$ cat src/rtl/core/dtt_pkg.sv
package dtt_pkg;

	localparam int TIME_W  = 48;
	localparam int PER_W   = 32;
	localparam int SLOT_W  = 6;
	localparam int MAX_RES = 16;

	localparam logic [TIME_W-1:0] TIME_MAX     = {TIME_W{1'b1}};
	localparam logic [PER_W-1:0]  WINDOW_RESET = PER_W'(60 * 60 * 1000);

	localparam logic [2:0] CMD_ADD     = 3'd0;
	localparam logic [2:0] CMD_CANCEL  = 3'd1;
	localparam logic [2:0] CMD_REFRESH = 3'd2;
	localparam logic [2:0] CMD_RESET   = 3'd3;
	localparam logic [2:0] CMD_WAIT    = 3'd4;
	localparam logic [2:0] CMD_EXPIRE  = 3'd5;

	typedef struct packed {
		logic              clear;
		logic              seed;
		logic [SLOT_W-1:0] seed_id;
		logic [TIME_W-1:0] seed_dl;
		logic              cand_v;
		logic [SLOT_W-1:0] cand_id;
		logic [TIME_W-1:0] cand_dl;
		logic [PER_W-1:0]  cand_per;
		logic              cand_rec;
		logic              due_only;
		logic              rollover;
		logic [TIME_W-1:0] now;
	} scan_ctl_t;

	typedef struct packed {
		logic              found;
		logic [SLOT_W-1:0] id;
		logic [TIME_W-1:0] dl;
		logic [PER_W-1:0]  per;
		logic              rec;
	} scan_best_t;

endpackage

$ cat src/rtl/core/deadline_timer_table.sv
// add, reset: read, check, update, scan; cancel: read, check; refresh: read, check, update
// next wait: a scan of every slot; expire: setup, then a scan pass per due timer plus a last
// empty pass unless the list fills, then a word per cycle; a stalled output holds the block
// throughput: one item at a time; every scan runs the single deadline comparator once per slot
// reset: all slots free, previous time and front notice cleared, rollover window 3600000 ms
module deadline_timer_table #(
	parameter int TIMERS = 16
) (
	input  logic        clk,
	input  logic        arst_n,
	input  logic        s_tvalid,
	output logic        s_tready,
	input  logic [87:0] s_tdata,  // timer_id, period_ms, recurring, restart, now_ms
	input  logic [2:0]  s_tuser,  // command
	output logic        m_tvalid,
	input  logic        m_tready,
	output logic [55:0] m_tdata,  // ok, slot_out, wait_ms, front_inserted, expired, any_active
	output logic        m_tlast,
	input  logic        psel,
	input  logic        penable,
	input  logic        pwrite,
	input  logic [2:0]  paddr,
	input  logic [31:0] pwdata,
	output logic [31:0] prdata,
	output logic        pready
);
	import dtt_pkg::*;

	localparam int IW = (TIMERS > 1) ? $clog2(TIMERS) : 1;
	localparam int CW = $clog2(TIMERS + 1);

	typedef enum logic [3:0] {
		S_IDLE, S_READ, S_CHK, S_UPD, S_SCAN, S_FRONT, S_WAIT, S_EXP_INIT, S_EXP_PICK, S_EMIT
	} state_t;

	typedef enum logic [1:0] {MODE_FRONT, MODE_WAIT, MODE_EXP} mode_t;

	state_t state_q;
	mode_t  mode_q;

	logic [2:0]        cmd_q;
	logic [3:0]        id_q;
	logic [PER_W-1:0]  per_q;
	logic              rec_q;
	logic              fn_q;
	logic [TIME_W-1:0] now_q;

	logic [TIMERS-1:0] valid_q;
	logic [TIMERS-1:0] taken_q;
	logic [TIME_W-1:0] prev_q;
	logic              front_notified_q;
	logic [PER_W-1:0]  window_q;
	logic              rollover_q;

	logic [TIME_W-1:0] dl_mem  [TIMERS];
	logic [PER_W-1:0]  per_mem [TIMERS];
	logic              rec_mem [TIMERS];
	logic [TIME_W-1:0] rd_dl_s1;
	logic [PER_W-1:0]  rd_per_s1;
	logic              rd_rec_s1;
	logic              cand_v_s1;
	logic [IW-1:0]     idx_s1;

	logic [CW-1:0]     cnt_q;
	logic [IW-1:0]     upd_q;
	logic [TIME_W-1:0] start_q;
	logic [PER_W-1:0]  add_q;
	logic [IW-1:0]     list_q [MAX_RES];
	logic [4:0]        n_q;
	logic [3:0]        k_q;

	logic              e_ok_q;
	logic [3:0]        e_slot_q;
	logic [TIME_W-1:0] e_wait_q;
	logic              e_front_q;

	logic              m_tvalid_q;
	logic [55:0]       m_tdata_q;
	logic              m_tlast_q;

	logic [IW-1:0]     raddr;
	logic [IW-1:0]     scan_idx;
	logic [IW-1:0]     id_idx;
	logic              id_in_range;
	logic              id_ok;
	logic              any_active;
	logic              free_found;
	logic [IW-1:0]     free_idx;
	logic              dl_we;
	logic [IW-1:0]     waddr;
	logic [TIME_W-1:0] sum_a;
	logic [PER_W-1:0]  sum_b;
	logic [TIME_W:0]   sum_w;
	logic [TIME_W-1:0] sat_sum;
	logic              out_free;
	logic              emit_list;
	logic              emit_last;
	logic [IW-1:0]     emit_id;

	scan_ctl_t  ctl;
	scan_best_t best;

	assign scan_idx    = cnt_q[IW-1:0];
	assign id_idx      = IW'(id_q);
	assign id_in_range = {28'd0, id_q} < 32'(TIMERS);
	assign id_ok       = id_in_range && valid_q[id_idx];
	assign any_active  = |valid_q;
	assign raddr       = (state_q == S_SCAN) ? scan_idx : id_idx;

	always_comb begin
		free_found = 1'b0;
		free_idx   = '0;
		for (int i = TIMERS - 1; i >= 0; i--) begin
			if (!valid_q[i]) begin
				free_found = 1'b1;
				free_idx   = IW'(i);
			end
		end
	end

	// shared saturating adder
	assign sum_a   = (state_q == S_UPD) ? start_q : now_q;
	assign sum_b   = (state_q == S_UPD) ? add_q : best.per;
	assign sum_w   = {1'b0, sum_a} + {17'd0, sum_b};
	assign sat_sum = sum_w[TIME_W] ? TIME_MAX : sum_w[TIME_W-1:0];

	assign dl_we = (state_q == S_UPD) ||
		(state_q == S_EXP_PICK && best.found && best.rec);
	assign waddr = (state_q == S_UPD) ? upd_q : best.id[IW-1:0];

	always_ff @(posedge clk) begin
		if (dl_we) begin
			dl_mem[waddr] <= sat_sum;
		end
		if (state_q == S_UPD && (cmd_q == CMD_ADD || cmd_q == CMD_RESET)) begin
			per_mem[waddr] <= per_q;
		end
		if (state_q == S_UPD && cmd_q == CMD_ADD) begin
			rec_mem[waddr] <= rec_q;
		end
		rd_dl_s1  <= dl_mem[raddr];
		rd_per_s1 <= per_mem[raddr];
		rd_rec_s1 <= rec_mem[raddr];
		idx_s1    <= scan_idx;
	end

	always_ff @(posedge clk or negedge arst_n) begin
		if (!arst_n) begin
			cand_v_s1 <= 1'b0;
		end else begin
			cand_v_s1 <= (state_q == S_SCAN) && ({1'b0, cnt_q} < (CW + 1)'(TIMERS)) &&
				valid_q[scan_idx] && !taken_q[scan_idx] &&
				!(mode_q == MODE_FRONT && scan_idx == upd_q);
		end
	end

	always_comb begin
		ctl          = '0;
		ctl.clear    = (state_q != S_SCAN);
		ctl.seed     = (state_q == S_UPD);
		ctl.seed_id  = SLOT_W'(upd_q);
		ctl.seed_dl  = sat_sum;
		ctl.cand_v   = cand_v_s1;
		ctl.cand_id  = SLOT_W'(idx_s1);
		ctl.cand_dl  = rd_dl_s1;
		ctl.cand_per = rd_per_s1;
		ctl.cand_rec = rd_rec_s1;
		ctl.due_only = (mode_q == MODE_EXP);
		ctl.rollover = rollover_q;
		ctl.now      = now_q;
	end

	dtt_scan u_scan (
		.clk    (clk),
		.arst_n (arst_n),
		.ctl    (ctl),
		.best   (best)
	);

	assign out_free  = !m_tvalid_q || m_tready;
	assign emit_list = (cmd_q == CMD_EXPIRE) && (n_q != 5'd0);
	assign emit_last = ({1'b0, k_q} == n_q - 5'd1);
	assign emit_id   = list_q[k_q];

	always_ff @(posedge clk or negedge arst_n) begin
		if (!arst_n) begin
			state_q          <= S_IDLE;
			mode_q           <= MODE_WAIT;
			valid_q          <= '0;
			taken_q          <= '0;
			prev_q           <= '0;
			front_notified_q <= 1'b0;
			window_q         <= WINDOW_RESET;
			rollover_q       <= 1'b0;
			cnt_q            <= '0;
			n_q              <= '0;
			k_q              <= '0;
			m_tvalid_q       <= 1'b0;
		end else begin
			if (psel && penable && pwrite && !paddr[2]) begin
				window_q <= pwdata;
			end
			if (m_tvalid_q && m_tready && state_q != S_EMIT) begin
				m_tvalid_q <= 1'b0;
			end
			case (state_q)
				S_IDLE: begin
					if (s_tvalid) begin
						cmd_q     <= s_tuser;
						id_q      <= s_tdata[3:0];
						per_q     <= s_tdata[35:4];
						rec_q     <= s_tdata[36];
						fn_q      <= s_tdata[37];
						now_q     <= s_tdata[85:38];
						e_ok_q    <= 1'b0;
						e_slot_q  <= '0;
						e_wait_q  <= '0;
						e_front_q <= 1'b0;
						n_q       <= '0;
						k_q       <= '0;
						taken_q   <= '0;
						case (s_tuser)
							CMD_ADD, CMD_CANCEL, CMD_REFRESH, CMD_RESET: begin
								state_q <= S_READ;
							end
							CMD_WAIT: begin
								front_notified_q <= 1'b0;
								mode_q           <= MODE_WAIT;
								state_q          <= S_SCAN;
							end
							CMD_EXPIRE: begin
								state_q <= S_EXP_INIT;
							end
							default: begin
								state_q <= S_EMIT;
							end
						endcase
					end
				end
				S_READ: begin
					state_q <= S_CHK;
				end
				S_CHK: begin
					case (cmd_q)
						CMD_ADD: begin
							if (free_found) begin
								upd_q   <= free_idx;
								start_q <= now_q;
								add_q   <= per_q;
								state_q <= S_UPD;
							end else begin
								state_q <= S_EMIT;
							end
						end
						CMD_CANCEL: begin
							if (id_ok) begin
								valid_q[id_idx] <= 1'b0;
								e_ok_q          <= 1'b1;
							end
							state_q <= S_EMIT;
						end
						CMD_REFRESH: begin
							if (id_ok) begin
								upd_q   <= id_idx;
								start_q <= now_q;
								add_q   <= rd_per_s1;
								state_q <= S_UPD;
							end else begin
								state_q <= S_EMIT;
							end
						end
						CMD_RESET: begin
							if (id_in_range && !fn_q && rd_per_s1 == per_q) begin
								e_ok_q  <= 1'b1;
								state_q <= S_EMIT;
							end else if (id_ok) begin
								upd_q <= id_idx;
								add_q <= per_q;
								if (fn_q) begin
									start_q <= now_q;
								end else if (rd_dl_s1 >= {16'd0, rd_per_s1}) begin
									start_q <= rd_dl_s1 - {16'd0, rd_per_s1};
								end else begin
									start_q <= '0;
								end
								state_q <= S_UPD;
							end else begin
								state_q <= S_EMIT;
							end
						end
						default: begin
							e_ok_q  <= 1'b0;
							state_q <= S_EMIT;
						end
					endcase
				end
				S_UPD: begin
					e_ok_q <= 1'b1;
					if (cmd_q == CMD_ADD) begin
						valid_q[upd_q] <= 1'b1;
					end
					if (cmd_q == CMD_REFRESH) begin
						state_q <= S_EMIT;
					end else begin
						mode_q  <= MODE_FRONT;
						state_q <= S_SCAN;
					end
				end
				S_SCAN: begin
					if (cnt_q == CW'(TIMERS)) begin
						cnt_q <= '0;
						case (mode_q)
							MODE_FRONT: state_q <= S_FRONT;
							MODE_WAIT:  state_q <= S_WAIT;
							default:    state_q <= S_EXP_PICK;
						endcase
					end else begin
						cnt_q <= cnt_q + 1'b1;
					end
				end
				S_FRONT: begin
					if (best.id == SLOT_W'(upd_q) && !front_notified_q) begin
						e_front_q        <= 1'b1;
						front_notified_q <= 1'b1;
					end
					if (cmd_q == CMD_ADD) begin
						e_slot_q <= 4'(upd_q);
					end
					state_q <= S_EMIT;
				end
				S_WAIT: begin
					e_ok_q <= 1'b1;
					if (!best.found) begin
						e_wait_q <= TIME_MAX;
					end else if (now_q >= best.dl) begin
						e_wait_q <= '0;
					end else begin
						e_wait_q <= best.dl - now_q;
					end
					state_q <= S_EMIT;
				end
				S_EXP_INIT: begin
					taken_q    <= '0;
					rollover_q <= any_active && (prev_q > {16'd0, window_q}) &&
						(now_q < prev_q - {16'd0, window_q});
					if (any_active) begin
						prev_q <= now_q;
					end
					mode_q  <= MODE_EXP;
					state_q <= S_SCAN;
				end
				S_EXP_PICK: begin
					e_ok_q <= 1'b1;
					if (best.found) begin
						list_q[n_q[3:0]]         <= best.id[IW-1:0];
						taken_q[best.id[IW-1:0]] <= 1'b1;
						if (!best.rec) begin
							valid_q[best.id[IW-1:0]] <= 1'b0;
						end
						n_q <= n_q + 5'd1;
						if (n_q != 5'(MAX_RES - 1)) begin
							state_q <= S_SCAN;
						end else begin
							state_q <= S_EMIT;
						end
					end else begin
						state_q <= S_EMIT;
					end
				end
				S_EMIT: begin
					if (out_free) begin
						m_tvalid_q <= 1'b1;
						if (emit_list) begin
							m_tdata_q <= {any_active, 1'b1, 1'b0, {TIME_W{1'b0}},
								4'(emit_id), 1'b1};
							m_tlast_q <= emit_last;
							k_q       <= k_q + 4'd1;
							if (emit_last) begin
								state_q <= S_IDLE;
							end
						end else begin
							m_tdata_q <= {any_active, 1'b0, e_front_q, e_wait_q, e_slot_q, e_ok_q};
							m_tlast_q <= 1'b1;
							state_q   <= S_IDLE;
						end
					end
				end
				default: begin
					state_q <= S_IDLE;
				end
			endcase
		end
	end

	assign s_tready = (state_q == S_IDLE);
	assign m_tvalid = m_tvalid_q;
	assign m_tdata  = m_tdata_q;
	assign m_tlast  = m_tlast_q;
	assign pready   = 1'b1;
	assign prdata   = paddr[2] ? 32'd0 : window_q;

`ifndef SYNTHESIS
	a_no_write_in_scan: assert property (@(posedge clk) disable iff (!arst_n)
		(state_q == S_SCAN) |-> !dl_we)
		else $error("table written during scan");

	a_list_bound: assert property (@(posedge clk) disable iff (!arst_n)
		n_q <= 5'(MAX_RES))
		else $error("expire list overflow");

	a_front_seeded: assert property (@(posedge clk) disable iff (!arst_n)
		(state_q == S_FRONT) |-> best.found)
		else $error("front scan lost its seed");

	a_listed_taken: assert property (@(posedge clk) disable iff (!arst_n)
		(state_q == S_EMIT && emit_list) |-> taken_q[emit_id])
		else $error("expired word names a slot not taken");
`endif

endmodule

$ cat src/rtl/core/dtt_scan.sv
module dtt_scan (
	input  logic                clk,
	input  logic                arst_n,
	input  dtt_pkg::scan_ctl_t  ctl,
	output dtt_pkg::scan_best_t best
);
	import dtt_pkg::*;

	scan_best_t best_q;
	logic       eligible;
	logic       better;

	assign eligible = ctl.cand_v && (!ctl.due_only || ctl.rollover || ctl.cand_dl <= ctl.now);
	assign better   = !best_q.found || ctl.cand_dl < best_q.dl ||
		(ctl.cand_dl == best_q.dl && ctl.cand_id < best_q.id);

	// earliest deadline, ties to the lower slot
	always_ff @(posedge clk or negedge arst_n) begin
		if (!arst_n) begin
			best_q.found <= 1'b0;
		end else if (ctl.clear) begin
			best_q.found <= ctl.seed;
			best_q.id    <= ctl.seed_id;
			best_q.dl    <= ctl.seed_dl;
		end else if (eligible && better) begin
			best_q.found <= 1'b1;
			best_q.id    <= ctl.cand_id;
			best_q.dl    <= ctl.cand_dl;
			best_q.per   <= ctl.cand_per;
			best_q.rec   <= ctl.cand_rec;
		end
	end

	assign best = best_q;

endmodule

$ cat config.mk
export PLATFORM = sky130hd
export DESIGN_NAME = deadline_timer_table
export DESIGN_NICKNAME = d
export VERILOG_FILES = /design/src/rtl/core/dtt_pkg.sv /design/src/rtl/core/deadline_timer_table.sv /design/src/rtl/core/dtt_scan.sv
export SDC_FILE = /design/constraint.sdc
export NUM_CORES = 2
export LEC_CHECK = 0
export BUFFER_PORTS_ARGS = -buffer_cell sky130_fd_sc_hd__clkbuf_2
export CAP_MARGIN = 5
export CORE_ASPECT_RATIO = 0.75
export CORE_MARGIN = 2
export CORE_UTILIZATION = 60
export DETAILED_ROUTE_END_ITERATION = 7
export GPL_TIMING_DRIVEN = 1
export PLACE_DENSITY = 0.77
export SLEW_MARGIN = 15
export SYNTH_ARGS = -nofsm -noshare
export SYNTH_HDL_FRONTEND = slang
export SYNTH_HIERARCHICAL = 1
export SYNTH_SLANG_ARGS = --single-unit
$ cat constraint.sdc
create_clock -name clk -period 9.2 [get_ports clk]
set_input_delay 0.92 -clock clk [delete_from_list [all_inputs] [get_ports clk]]
set_output_delay 0.92 -clock clk [all_outputs]
set_load 0.005 [all_outputs]
==> metrics.yaml <==
cts:
  post_cts_resized: 0
  cts_num_sinks: 1953
  htree_num_levels: 4
  clock_path_buffers: 3
  cts_tree: "done"
  cts_buffers: 178
  clkTransAtPathRegs_ns: 0.07
  clock_latency_ns: 0.87
  root_buffer: "clkbuf_16"
timing:
  rsz0062_at_grt: "false"
  worst_pin_slew_ns: 1.22
  slew_viol_final: 0
  worst_clock_skew_ns: 0.0574
  relSlewSlack: 0.178
  setup_tns_ns: 0
  finalCritPeriodShare: 0.769
  hold_violations: 0
  period_needed_ns: 7.07
  max_freq_mhz: 141
  setup_viol: 0
  timing.hold.ws_ns: 0.215
cells_and_area:
  layout.nets: 6915
  final_layout_size_suffix_gt1_frac: 0.171
  fillers: 9862
  areaGrowthSynthToFinish_pct: 10.4
yosys:
  synthCells: 6273
  yosys.area.top_type: "edfxtp_1"
  yosysSeqAreaShare: 0.641
  async_flop_share: 0.0701
  synth-warning-count: 6
  synth.most_common_cell: "edfxtp_1"
  synth.area.top_cells: "edfxtp_1 (58%), mux4_2 (8.5%), ha_1 (4.2%), dfrtp_1 (3.5%), nand2_1 (3.3%)"
  synth-main-ff-cell: "edfxtp_1"
  synth_cell_type_count: 104
  ys_ff_latch: 1953
  avgSynthCellArea_um2: 14.2
  netlist_area_um2: 89200
  synth_top_area_share: 0.583
  synth_edf_count: 1731
  yosys-top-cells-count: "edfxtp_1 (1731), nand2_1 (782), mux4_2 (338)"
pwr:
  p_leak_nw: 35.6
  switchingPower_w: 0.0102
  power.internal_w: 0.0184
  swShare: 0.357
  p_clk_frac: 0.261
  combPwrFrac: 0.319
  p_seq_frac: 0.421
  p_per_area_nw_per_um2: 290
  ir_worst_vdd_mv: 0.211
detailed_routing:
  wl_per_cell_um: 29.6
  route.detailed.drc: 0
  drtPass1Iterations: 7
  drtAntennaViolNets: 0
  num_vias: 57200
  wl_mm: 255
  vias_per_cell: 6.63
  drtIter0Drc: 8298
grt:
  grt_pass1_vias: 54800
  grt_max_degree: 134
  antenna_found_initial: 6
  globalRouteOverflowTotal: 0
  grt_pass1_wl_mm: 372
  grt_use_total: 0.337
floorplanning:
  ios: 225
  fp-row-count: 122
  die_y_um: 338
  die_area_um2: 152000
  start_util: 0.605
  core_um2: 147000
  die_w_um: 449
placement:
  gp_congestion: 0.998
  dp.final_hpwl_mm: 161
  io_buffers: 219
critical_path:
  worstPathRequired_ns: 9.80
  reg2reg_slack_ns: 2.13
  timing_worst_setup_path_type: "register to register"
  endpoint_kind: "register"
  crit_arrival_ns: 7.67
  cp_max_fo: 88
  cp-start-kind: "register"
hold_path:
  hold_path.class: "input port to register"
flow_run:
  cap_violations: 0
status:
  status: "finished, final reports clean"
==> cells by family (layout without fill, tap and decap cells) <==
logic type | Yosys count | after routing | synth area share
flops | 1953 | 1953 | 0.641
simple gates | 1615 | 1615 | 0.0839
mux | 404 | 404 | 0.0935
xor+xnor | 213 | 213 | 0.0209
fa+ha+maj | 304 | 304 | 0.0430
buf+inv | 588 | 944 | 0.0292
compound gates | 1194 | 1194 | 0.0887
other cells | 2 | 8 | 0.0000842
==> cells in the final DEF (no fill, tap or decap), types with 125 or more instances in the layout <==
cell and instances:
mux4_2 338, clkbuf_16 178, o21ai_0 249, clkbuf_2 218
nor2_1 233, dfrtp_1 125, ha_1 300, edfxtp_1 1731
nand2_1 779, inv_1 281, a21oi_1 292
==> power groups by stage <==
stage | combinational (W) | clock (W) | sequential (W)
after floorplan | 0.00646 | 0 | 0.0114
after global placement | 0.00855 | 0 | 0.0121
after detailed placement | 0.00875 | 0 | 0.0121
after CTS | 0.00888 | 0.00750 | 0.0119
after global routing | 0.00988 | 0.00782 | 0.0120
final | 0.00910 | 0.00744 | 0.0120
==> metrics by stage <==
step | utilization | setup WS, ns | total power [W] | cell area (um2) | instances
after floorplan | - | 2.64 | 0.0179 | 89200 | 6278
after global placement | 0.627 | 2.34 | 0.0206 | 92500 | 8281
after detailed placement | 0.627 | 2.13 | 0.0208 | 92500 | 8281
after CTS | 0.667 | 2.18 | 0.0283 | 98400 | 8618
after global routing | 0.667 | 1.73 | 0.0297 | 98400 | 8618
final | 0.667 | 2.13 | 0.0286 | 98400 | 8619
==> worst paths after layout <==
check,start,endpoint,depth (start not counted)
worst max-delay path,state_q[0],u_scan/best[33],18
worst min-delay path,s_tdata[26],per_q[22],1
worst max register to register,state_q[0],u_scan/best[33],18
worst min register to register,rd_rec_s1,u_scan/best[0],0
max in group asynchronous,arst_n,prev_q[18],4
min in group asynchronous,arst_n,k_q[1],2
==> flip-flops by register name, summed over array words and instances, names as in the netlist, 16 cells and up <==
register     cells
u_scan/best     88
start_q         48
per_mem        512
prev_q          48
add_q           32
window_q        32
taken_q         16
list_q          64
per_q           32
rec_mem         16
rd_dl_s1        48
valid_q         16
now_q           48
m_tdata         56
dl_mem         768
rd_per_s1       32
e_wait_q        48
==> worst max-delay path, cell delays in order (launching register included) <==
cell and delay (ns):
dfrtp_1 0.64, and2_1 0.30, nand2_2 0.10, buf_4 0.33, inv_4 0.74, o21ai_0 0.34
fa_1 0.51, a21oi_1 0.22, o21ai_0 0.19, a211oi_1 0.53, nor3_2 0.13, o211ai_1 0.40
a21oi_2 0.16, a41oi_2 0.46, nor3_4 0.16, nand2_4 0.51, nand2b_1 0.62, nand2_1 0.28
o41ai_2 0.09
==> cell type report <==
cell class / instances / area, um2 / area share
tap: 1984 / 2480 / 0.0252
multi-input combinational: 3737 / 29800 / 0.303
antenna: 1 / 2.50 / 0.0000254
clock inverter: 79 / 908 / 0.00923
timing repair buffer: 325 / 2000 / 0.0203
clock buffer: 257 / 4960 / 0.0504
sequential: 1953 / 57100 / 0.581
inverter: 283 / 1060 / 0.0108
==> layer usage <==
layer	GRT usage	routed length [um]
met1	0.495	100000
met2	0.480	108000
met3	0.0999	36500
met4	0.125	10100
met5	0	27
==> timing repair <==
action | 4_1_cts | 5_1_grt
hold endpoints to repair | 14 | 0
buffers inserted | 0 | 0
hold buffers | 1 | 0
No activity file was read; power rests on OpenSTA's default activity.
